**config.mk**
```make
export PLATFORM = sky130hd
export DESIGN_NAME = plbbl_ctrl
export DESIGN_NICKNAME = d
export VERILOG_FILES = /design/src/sv/plbbl_pkg.sv /design/src/sv/plbbl_ctrl.sv
export SDC_FILE = /design/constraint.sdc
export NUM_CORES = 1
export LEC_CHECK = 0
export ABC_AREA = 1
export BUFFER_PORTS_ARGS = -buffer_cell sky130_fd_sc_hd__buf_2
export CAP_MARGIN = 20
export CORE_ASPECT_RATIO = 1.2
export CORE_MARGIN = 2
export CORE_UTILIZATION = 56
export CTS_CLUSTER_DIAMETER = 30
export DETAILED_ROUTE_END_ITERATION = 16
export PLACE_DENSITY = 0.88
export SYNTH_ARGS = -nofsm -noshare
export SYNTH_HDL_FRONTEND = slang
export SYNTH_SLANG_ARGS = --single-unit
```
**constraint.sdc**
```tcl
create_clock -name clk -period 2.09 [get_ports clk]
set_input_delay 0 -clock clk [delete_from_list [all_inputs] [get_ports clk]]
set_output_delay 0 -clock clk [all_outputs]
set_load 0.1 [all_outputs]
```
**src/sv/plbbl_pkg.sv**
```systemverilog
// Shared types and constants for the partitioned LRU tile list.
// No dependencies; every other file of the block imports this package.
package plbbl_pkg;

	localparam int DEF_ENTRIES  = 64;
	localparam int DEF_USERS    = 16;
	localparam int DEF_KEY_BITS = 32;

	localparam int MODE_W  = 3;
	localparam int KEY_W   = 32;
	localparam int BYTES_W = 32;
	localparam int USER_W  = 4;
	localparam int TOTAL_W = 38;
	localparam int CNT_W   = 7;
	localparam int STAT_W  = 2;

	localparam logic [MODE_W-1:0] MODE_ADD   = 3'd0;
	localparam logic [MODE_W-1:0] MODE_MARK  = 3'd1;
	localparam logic [MODE_W-1:0] MODE_CLEAR = 3'd2;
	localparam logic [MODE_W-1:0] MODE_FREE  = 3'd3;
	localparam logic [MODE_W-1:0] MODE_DROP  = 3'd4;

	localparam logic [STAT_W-1:0] ST_OK        = 2'd0;
	localparam logic [STAT_W-1:0] ST_NOT_FOUND = 2'd1;
	localparam logic [STAT_W-1:0] ST_FULL      = 2'd2;

	typedef struct packed {
		logic [MODE_W-1:0]  mode;
		logic [KEY_W-1:0]   tile_key;
		logic [BYTES_W-1:0] tile_bytes;
		logic [USER_W-1:0]  user_id;
		logic [TOTAL_W-1:0] byte_budget;
	} req_t;

	typedef struct packed {
		logic [STAT_W-1:0]  status;
		logic               evicted_valid;
		logic [KEY_W-1:0]   evicted_key;
		logic [TOTAL_W-1:0] total_bytes;
		logic [CNT_W-1:0]   tile_count;
		logic               last;
	} rsp_t;

	typedef enum logic [4:0] {
		OP_NONE,
		OP_LOAD,
		OP_SCAN_START,
		OP_SCAN,
		OP_SEL_FREE,
		OP_SEL_HEAD,
		OP_SEL_CL,
		OP_RD_ENTRY,
		OP_SUB_BYTES,
		OP_NEW_ENTRY,
		OP_SET_BYTES,
		OP_MARK_USERS,
		OP_CLR_USERS,
		OP_RELEASE,
		OP_LK_RD,
		OP_DETACH_WR,
		OP_ANC_SENT_AFTER,
		OP_ANC_SENT_BEFORE,
		OP_ANC_TAIL_AFTER,
		OP_LK_RD_ANC,
		OP_INS_W1,
		OP_INS_W2,
		OP_CL_START,
		OP_CL_INC,
		OP_EMIT
	} dp_op_t;

	typedef struct packed {
		dp_op_t            op;
		logic [STAT_W-1:0] status;
		logic              evict;
	} ctl_cmd_t;

	typedef struct packed {
		logic [MODE_W-1:0] mode;
		logic              hit;
		logic              scan_done;
		logic              free_found;
		logic              node_is_tail;
		logic              users_zero;
		logic              cl_valid;
		logic              cl_last;
		logic              evict_more;
		logic              out_busy;
	} dp_stat_t;

endpackage

```
**src/sv/plbbl_ctrl.sv**
```systemverilog
// Sequencer of the partitioned LRU tile list: walks each request through
// search, entry update and link update steps. Depends on plbbl_pkg.
module plbbl_ctrl (
	input  logic                clk,
	input  logic                arst_n,
	input  logic                in_valid,
	output logic                in_ready,
	input  plbbl_pkg::dp_stat_t stat,
	output plbbl_pkg::ctl_cmd_t cmd
);
	import plbbl_pkg::*;

	typedef enum logic [4:0] {
		S_IDLE, S_DISPATCH, S_SCAN,
		S_ADD_RD, S_ADD_SUB, S_ADD_MISS, S_ADD_NEW, S_ADD_SET, S_ADD_ANC,
		S_MARK_RD, S_MARK_WR, S_MARK_ANC,
		S_DROP_RD, S_DROP_REL,
		S_CL_CHK, S_CL_RD, S_CL_WR, S_CL_ANC, S_CL_NEXT,
		S_FREE_CHK, S_FREE_RD, S_FREE_REL, S_FREE_EMIT,
		S_DET_RD, S_DET_WR, S_INS_RD, S_INS_W1, S_INS_W2,
		S_EMIT_OK, S_EMIT_NF, S_EMIT_FULL
	} state_t;

	state_t state_q, state_d, ret_q, ret_d;

	always_comb begin
		state_d  = state_q;
		ret_d    = ret_q;
		in_ready = 1'b0;
		cmd      = '{op: OP_NONE, status: ST_OK, evict: 1'b0};
		case (state_q)
			S_IDLE: begin
				in_ready = 1'b1;
				if (in_valid) begin
					cmd.op  = OP_LOAD;
					state_d = S_DISPATCH;
				end
			end
			S_DISPATCH: begin
				case (stat.mode)
					MODE_ADD, MODE_MARK, MODE_DROP: begin
						cmd.op  = OP_SCAN_START;
						state_d = S_SCAN;
					end
					MODE_CLEAR: begin
						cmd.op  = OP_CL_START;
						state_d = S_CL_CHK;
					end
					MODE_FREE: state_d = S_FREE_CHK;
					default:   state_d = S_EMIT_OK;
				endcase
			end
			S_SCAN: begin
				cmd.op = OP_SCAN;
				if (stat.hit) begin
					case (stat.mode)
						MODE_ADD:  state_d = S_ADD_RD;
						MODE_MARK: state_d = S_MARK_RD;
						default:   state_d = S_DROP_RD;
					endcase
				end else if (stat.scan_done) begin
					state_d = (stat.mode == MODE_ADD) ? S_ADD_MISS : S_EMIT_NF;
				end
			end
			S_ADD_RD: begin
				cmd.op  = OP_RD_ENTRY;
				state_d = S_ADD_SUB;
			end
			S_ADD_SUB: begin
				cmd.op  = OP_SUB_BYTES;
				state_d = S_DET_RD;
				ret_d   = S_ADD_SET;
			end
			S_ADD_MISS: begin
				if (stat.free_found) begin
					cmd.op  = OP_SEL_FREE;
					state_d = S_ADD_NEW;
				end else begin
					state_d = S_EMIT_FULL;
				end
			end
			S_ADD_NEW: begin
				cmd.op  = OP_NEW_ENTRY;
				state_d = S_ADD_SET;
			end
			S_ADD_SET: begin
				cmd.op  = OP_SET_BYTES;
				state_d = S_ADD_ANC;
			end
			S_ADD_ANC: begin
				cmd.op  = OP_ANC_SENT_AFTER;
				state_d = S_INS_RD;
				ret_d   = S_EMIT_OK;
			end
			S_MARK_RD: begin
				cmd.op  = OP_RD_ENTRY;
				state_d = S_MARK_WR;
			end
			S_MARK_WR: begin
				cmd.op = OP_MARK_USERS;
				if (stat.node_is_tail) begin
					state_d = S_EMIT_OK;
				end else begin
					state_d = S_DET_RD;
					ret_d   = S_MARK_ANC;
				end
			end
			S_MARK_ANC: begin
				cmd.op  = OP_ANC_TAIL_AFTER;
				state_d = S_INS_RD;
				ret_d   = S_EMIT_OK;
			end
			S_DROP_RD: begin
				cmd.op  = OP_RD_ENTRY;
				state_d = S_DET_RD;
				ret_d   = S_DROP_REL;
			end
			S_DROP_REL: begin
				cmd.op  = OP_RELEASE;
				state_d = S_EMIT_OK;
			end
			S_CL_CHK: begin
				if (stat.cl_valid) begin
					cmd.op  = OP_SEL_CL;
					state_d = S_CL_RD;
				end else begin
					state_d = S_CL_NEXT;
				end
			end
			S_CL_RD: begin
				cmd.op  = OP_RD_ENTRY;
				state_d = S_CL_WR;
			end
			S_CL_WR: begin
				cmd.op = OP_CLR_USERS;
				if (stat.users_zero) begin
					state_d = S_DET_RD;
					ret_d   = S_CL_ANC;
				end else begin
					state_d = S_CL_NEXT;
				end
			end
			S_CL_ANC: begin
				cmd.op  = OP_ANC_SENT_BEFORE;
				state_d = S_INS_RD;
				ret_d   = S_CL_NEXT;
			end
			S_CL_NEXT: begin
				if (stat.cl_last) begin
					state_d = S_EMIT_OK;
				end else begin
					cmd.op  = OP_CL_INC;
					state_d = S_CL_CHK;
				end
			end
			S_FREE_CHK: begin
				if (stat.evict_more) begin
					cmd.op  = OP_SEL_HEAD;
					state_d = S_FREE_RD;
				end else begin
					state_d = S_EMIT_OK;
				end
			end
			S_FREE_RD: begin
				cmd.op  = OP_RD_ENTRY;
				state_d = S_DET_RD;
				ret_d   = S_FREE_REL;
			end
			S_FREE_REL: begin
				cmd.op  = OP_RELEASE;
				state_d = S_FREE_EMIT;
			end
			S_FREE_EMIT: begin
				// An eviction result is final when no further eviction is due.
				if (!stat.out_busy) begin
					cmd.op    = OP_EMIT;
					cmd.evict = 1'b1;
					state_d   = stat.evict_more ? S_FREE_CHK : S_IDLE;
				end
			end
			S_DET_RD: begin
				cmd.op  = OP_LK_RD;
				state_d = S_DET_WR;
			end
			S_DET_WR: begin
				cmd.op  = OP_DETACH_WR;
				state_d = ret_q;
			end
			S_INS_RD: begin
				cmd.op  = OP_LK_RD_ANC;
				state_d = S_INS_W1;
			end
			S_INS_W1: begin
				cmd.op  = OP_INS_W1;
				state_d = S_INS_W2;
			end
			S_INS_W2: begin
				cmd.op  = OP_INS_W2;
				state_d = ret_q;
			end
			S_EMIT_OK, S_EMIT_NF, S_EMIT_FULL: begin
				if (!stat.out_busy) begin
					cmd.op     = OP_EMIT;
					cmd.status = (state_q == S_EMIT_NF) ? ST_NOT_FOUND :
						(state_q == S_EMIT_FULL) ? ST_FULL : ST_OK;
					state_d    = S_IDLE;
				end
			end
			default: state_d = S_IDLE;
		endcase
	end

	always_ff @(posedge clk or negedge arst_n) begin
		if (!arst_n) begin
			state_q <= S_IDLE;
			ret_q   <= S_IDLE;
		end else begin
			state_q <= state_d;
			ret_q   <= ret_d;
		end
	end
endmodule

```
# [Word level (Yosys, flattened, before mapping)]
# Cells that the tools add are included.
[totals] ff_bits=10 elab_cells=89 out_inout_bits=9 in_bits=15
[op_classes] eq_ne=40 n_mux=34 reduce_logical=13
[op_table] operator="5-bit case mux with 24 select lines" n=2
[op_table] operator="5-bit == test (second input constant)" n=15
[op_table] operator="5-bit two-way mux" n=14
[op_table] operator="5-bit by 4-bit == test with 1-bit output (second input constant)" n=8
[op_table] operator="5-bit case mux with 7 select lines" n=1
[op_table] operator="5-bit by 3-bit == test with 1-bit output (second input constant)" n=4
[op_table] operator="5-bit case mux with 3 select lines" n=1
[op_table] operator="3-bit two-way mux" n=4
[op_table] operator="3-bit OR reduction" n=4
[op_table] operator="5-bit by 2-bit == test with 1-bit output (second input constant)" n=2
[op_table] operator="2-bit inequality test (second input constant)" n=5
[op_table] operator="5-bit case mux with 2 select lines" n=1
[op_table] operator="4-bit two-way mux" n=2
[op_table] operator="4-bit case mux with 2 select lines" n=1
[op_table] operator="7-bit two-way mux" n=1
[op_table] operator="7-bit nonzero test" n=1
[op_table] operator="3-bit by 2-bit == test with 1-bit output (second input constant)" n=2
[op_table] operator="2-bit two-way mux" n=3
[op_table] operator="2-bit OR reduction" n=3
[op_table] operator="5-bit by 1-bit == test with 1-bit output (second input constant)" n=1
[op_table] operator="5-bit logical NOT" n=1
[op_table] operator="5-bit OR reduction" n=1
[op_table] operator="1-bit two-way mux" n=4
[op_table] operator="4-bit AND reduction" n=1
[op_table] operator="5 further kinds" n=5

# [Depth between registers and ports, before layout]
# Gate-level depths: netlist of the first run.
[logic_depth] word_depth=5 mapped_depth=12 mapped_depth_nobuf=11

# [Worst setup path after synthesis of the first run]
# Ideal clock, no wire load.
[synth_timing] path_kind="register to output" from="register state_q[1]" to="output port cmd[7] (netlist name)" path_stages_with_launch=8 path_buffers=1 setup_slack_ns=-1.695 required_time_ns=2.090 t_arrival_ns=3.785 cell_sequence="dfrtp_1 buf_4 inv_1 nor2_2 nand2_1 nor3_1 a21oi_1 nand3_1"
[synth_lines] item="from (decl)" line_no="plbbl_ctrl.sv:24" text="state_t state_q, state_d, ret_q, ret_d;"
[synth_lines] item="from (signal assigned)" line_no="plbbl_ctrl.sv:218" text="state_q <= state_d;"
[synth_lines] item="to (decl)" line_no="plbbl_ctrl.sv:9" text="output plbbl_pkg::ctl_cmd_t cmd"

==> qor.yml, run 1 <==
core_area_sq_mm: 0.00231
hold_slack_ns: 0.0618
overflow: 0
ys_top_cells_by_area: "nand2_1 (26%), dfrtp_1 (18%), nor2_1 (14%), nand3_1 (13%), inv_1 (6.5%)"
cts_tree: "done"
tightest_slew_ns: 0.485
finalMaxSlewViolations: 0
cts_sinks: 10
via_count: 1885
synthDistinctLibCells: 23
antenna_found_initial: 0
dr.pass1.iters: 5
finalSetupTns_ns: 0
die_area_sq_mm: 0.00288
yosys.area_share.adder: 0
postPlaceCellArea_sq_mm: 0.00165
worst-endpoint-required_ns: 2.09
synth_top_area_share: 0.258
synth_fp_nets: 284
area_delta_synth_final_pct: 23.8
grt_pass1_wl_um: 7670
clk_pin_slew_ns: 0.05
finalSetupViolCount: 0
ant_nets: 0
cts.path.max_buffers: 2
gr-usage-all-layers: 0.349
finalCritPeriodShare: 0.946
routabilityCongestion: 1.02
min_period_ns: 1.98
h-tree-depth: 1
clkLatencyLatePin_ns: 0.27
grt_pass1_vias: 1709
synth_compound_area_frac: 0.0661
final_nets: 311
synth_top_family_by_area: "simple AND/OR/NAND/NOR gates"
die_h_um: 58.4
final_util: 0.742
root_buffer: "clkbuf_4"
fill_cells: 206
drive_gt1_frac: 0.197
worstPathMaxFanout: 6
grt_start_max_net_pins: 18
wire_per_inst_um: 14.4
hold_viol_final: 0
via_per_inst: 5.80
hp-class: "in -> reg"
fmax_ghz: 0.506
synth-seq-cells: 10
pin_count: 24
initial_core_util: 0.600
postCtsSetupBuffers: 0
rows: 19
synthSimpleGateAreaFrac: 0.658
cap_violations: 0
post-route-cell-area_sq_mm: 0.00171
port_buffers: 23
numCtsBuffers: 3
synth_enable_flop_cells: 0
n_antenna_cell: 0
die_w_um: 49.4
wirelength_um: 4700
crit_arrival_ns: 1.98
cp-start-kind: "flop"
netlist.top_cell.by_area: "nand2_1"
yosys_warnings: 0
fin_skew_ns: 0.0118
synth_area_sq_mm: 0.00138
synth_area_per_cell_sq_um: 5.14
synthesis.instances: 269
drc: 0
hpwl_um: 3840
status: "finished, final reports clean"
end_kind: "primary output"
synth_ff_type: "dfrtp_1"
synthTopCellsByCount: "nand2_1 (95), nor2_1 (51), nand3_1 (36)"
synth_xor_xnor_area_share: 0
async_flop_share: 1.00
yosysMostFrequentCell: "nand2_1"
ys_seq_area_frac: 0.181
slew_headroom: 0.679
crit_type: "reg -> out"
first_iter_violations: 146
muxShareOfSynthArea: 0
[cell usage in the layout, fill, tap and decap left out, drive strengths merged, types with 2 or more instances in the layout]
master	n
buf	24
nor2	59
nand4	7
nand3	37
o211ai	2
o21ai	8
dfrtp	10
inv	31
nor3	6
a21oi	5
clkbuf	3
or2	2
nand2	97
[worst max-delay path: stages (launching register included)]
cell	delay, ns
dfrtp_1	0.46
nand2_1	0.15
inv_1	0.11
nand3_1	0.10
nor2_1	0.04
inv_1	0.12
nand3_1	0.10
nor3_1	0.30
nand3_4	0.13
buf_12	0.19
[sequential cells by signal, summed over array words and instances, names as in the netlist]
signal / flops
ret_q: 5
state_q: 5
[worst paths after layout]
| path | cells past startpoint | end | slack [ns] | from |
|---|---|---|---|---|
| worst min-delay path | 3 | state_q[3] | 0.06 | stat[0] |
| worst min register to register | 2 | ret_q[0] | 0.49 | ret_q[0] |
| max in group asynchronous | 2 | state_q[1] | 1.74 | arst_n |
| worst max register to register | 10 | ret_q[4] | 0.17 | state_q[2] |
| worst max-delay path | 9 | cmd[6] | 0.11 | state_q[2] |
| min in group asynchronous | 2 | ret_q[1] | 0.12 | arst_n |
[layer usage]
| layer | vias to the layer above | GRT usage | routed length, um |
|---|---|---|---|
| met5 | - | 0 | 0 |
| met4 | 0 | 0.233 | 318 |
| met3 | 34 | 0.0457 | 568 |
| met2 | 137 | 0.589 | 2200 |
| met1 | 799 | 0.418 | 1610 |
| li1 | 915 | - | - |
[cell families (layout without fill, tap and decap cells)]
group,Yosys count,in the layout
DFF,10,10
buffers and inverters,34,59
and+or+nand+nor,209,209
AOI/OAI and AO/OA,16,16
[per-stage QoR]
stage                     setup WS (ns)  std cells
final                             0.112        325
after global routing            -0.0279        325
after CTS                        0.0976        325
after detailed placement          0.260        321
after global placement            0.275        321
after floorplan                  -0.403        269
[what timing repair did]
item	in CTS	in global routing
gates resized for setup	1	8
setup endpoints to repair	1	4
hold buffers	1	0
endpoints found under the hold margin	10	0
pin swaps	0	1
[layout make-up]
type	instances	area (sq um)	share of cell area
Timing Repair Buffer	25	208	0.121
Multi-Input combinational cell	225	1070	0.625
Inverter	31	119	0.0694
Clock buffer	3	22.5	0.0132
Tap cell	31	38.8	0.0227
Sequential cell	10	254	0.148
Power of run 1 is not shown: default switching activity piles up to over one toggle a cycle in this logic, so the estimate is an artifact.
==> run 2: changes to the inputs <==
--- a/config.mk
+++ b/config.mk
@@ -13,7 +13,8 @@
 export CORE_UTILIZATION = 56
 export CTS_CLUSTER_DIAMETER = 30
 export DETAILED_ROUTE_END_ITERATION = 16
-export PLACE_DENSITY = 0.88
+export PLACE_DENSITY = 0.82
+export SKIP_LAST_GASP = 1
 export SYNTH_ARGS = -nofsm -noshare
 export SYNTH_HDL_FRONTEND = slang
 export SYNTH_SLANG_ARGS = --single-unit
==> run 2 against run 1 <==
  * First-iteration DRC count fell by 17%
  * Worst hold slack better by 0.030 ns
  * Register-to-register slack gained 0.08 ns
  * Via count shrank 0.16%
  * Final cell count unchanged
  * Non-clock buffer count is the same
  * Die area stayed put
==> qor.yml, run 2 (same netlist as run 1, synthesis figures left out) <==
die_w_um: 49.4
worst-endpoint-required_ns: 2.09
via_count: 1882
fmax_ghz: 0.504
grt_start_max_net_pins: 18
status: "finished, final reports clean"
use_met1: 0.401
grt_pass1_wl_um: 7340
clk_pin_slew_ns: 0.06
worstPathMaxFanout: 6
path_buf_inv: 3
final_cell_mix: "nand2_1 (94), nor2_1 (47), nand3_1 (35)"
clkLatencyLatePin_ns: 0.26
area_delta_synth_final_pct: 23.9
port_buffers: 23
crit_arrival_ns: 1.98
wirelength_um: 4610
use_met3: 0.0761
wire_per_inst_um: 14.2
finalMaxSlewViolations: 0
first_iter_violations: 121
ant_nets: 0
antenna_found_initial: 0
drc: 0
dr.pass1.iters: 4
grt_pass1_vias: 1637
cts_sinks: 10
crit_family: "simple AND/OR/NAND/NOR gates"
final_common_cell: "nand2_1"
cp-start-kind: "flop"
n_antenna_cell: 0
slowest_stage: "dfrtp_2"
finalSetupViolCount: 0
min_period_ns: 1.98
hp-class: "in -> reg"
die_h_um: 58.4
finalCritPeriodShare: 0.949
final_util: 0.743
end_kind: "primary output"
cts.path.max_buffers: 2
top_regs: "ret_q: 5 flops, state_q: 5 flops"
gr-max-usage-layer: "met2"
gr-usage-all-layers: 0.331
crit_type: "reg -> out"
fill_cells: 227
drive_gt1_frac: 0.201
die_area_sq_mm: 0.00288
cts_tree: "done"
via_per_inst: 5.79
numCtsBuffers: 3
initial_core_util: 0.600
postCtsSetupBuffers: 0
final_nets: 311
overflow: 0
hold_viol_final: 0
root_buffer: "clkbuf_4"
routabilityCongestion: 1.05
core_area_sq_mm: 0.00231
critPathMaxStageDelay_ns: 0.48
pin_count: 24
slew_headroom: 0.678
h-tree-depth: 1
hpwl_um: 3710
fin_skew_ns: 0.00186
use_met2: 0.554
path_cells: "nand2_1 > inv_1 > nand3_1 > nor2_1 > inv_1 > nand3_1 > nor3_1 > nand3_4 > buf_12"
cap_violations: 0
rows: 19
tightest_slew_ns: 0.486
==> run 2: layer usage <==
layer  up-vias  routed length (um)  share of wire
met5         -                   0              0
met4         0                 201          0.044
met3        25                 453          0.098
met2       109                2160           0.47
met1       831                1790           0.39
li1        917                   -              -
==> run 2: final cells by class <==
| class | count | area [sq um] | share of cell area |
|---|---|---|---|
| Multi-Input combinational cell | 225 | 1070 | 0.623 |
| Sequential cell | 10 | 255 | 0.149 |
| Tap cell | 31 | 38.8 | 0.0226 |
| Timing Repair Buffer | 25 | 208 | 0.121 |
| Inverter | 31 | 121 | 0.0709 |
| Clock buffer | 3 | 22.5 | 0.0131 |
==> run 2: path summary, 6_finish.rpt <==
path | start | endpoint | slack [ns] | cells past startpoint
max | state_q[3] | cmd[6] | 0.11 | 9
min | stat[0] | state_q[3] | 0.09 | 3
max reg2reg | state_q[2] | ret_q[3] | 0.25 | 11
min reg2reg | ret_q[1] | ret_q[1] | 0.49 | 2
max in group asynchronous | arst_n | state_q[0] | 1.74 | 2
min in group asynchronous | arst_n | ret_q[0] | 0.14 | 2
==> run 2: through the flow <==
step / cell area (sq um) / TNS, ns / hold WS (ns) / cells / setup WS, ns
floorplan: 1430 / -0.413 / -0.296 / 269 / -0.403
global placement: 1650 / 0 / -0.133 / 321 / 0.251
detailed placement: 1650 / 0 / -0.130 / 321 / 0.280
CTS: 1690 / 0 / 0.0798 / 325 / 0.0354
global route: 1710 / -0.000253 / 0.107 / 325 / -0.000253
finish: 1710 / 0 / 0.0919 / 325 / 0.106
==> run 2: timing repair <==
action / in CTS / in global routing
endpoints found under the setup margin: 1 / 4
resized for setup: 1 / 11
endpoints found under the hold margin: 10 / 0
hold buffers: 1 / 0
==> run 2: tightest hold or removal path, cell delays in order <==
cell and delay, ns:
buf_2 0.14, nand2_1 0.11, nand2_1 0.07
Power of run 2 is left out for the same reason.
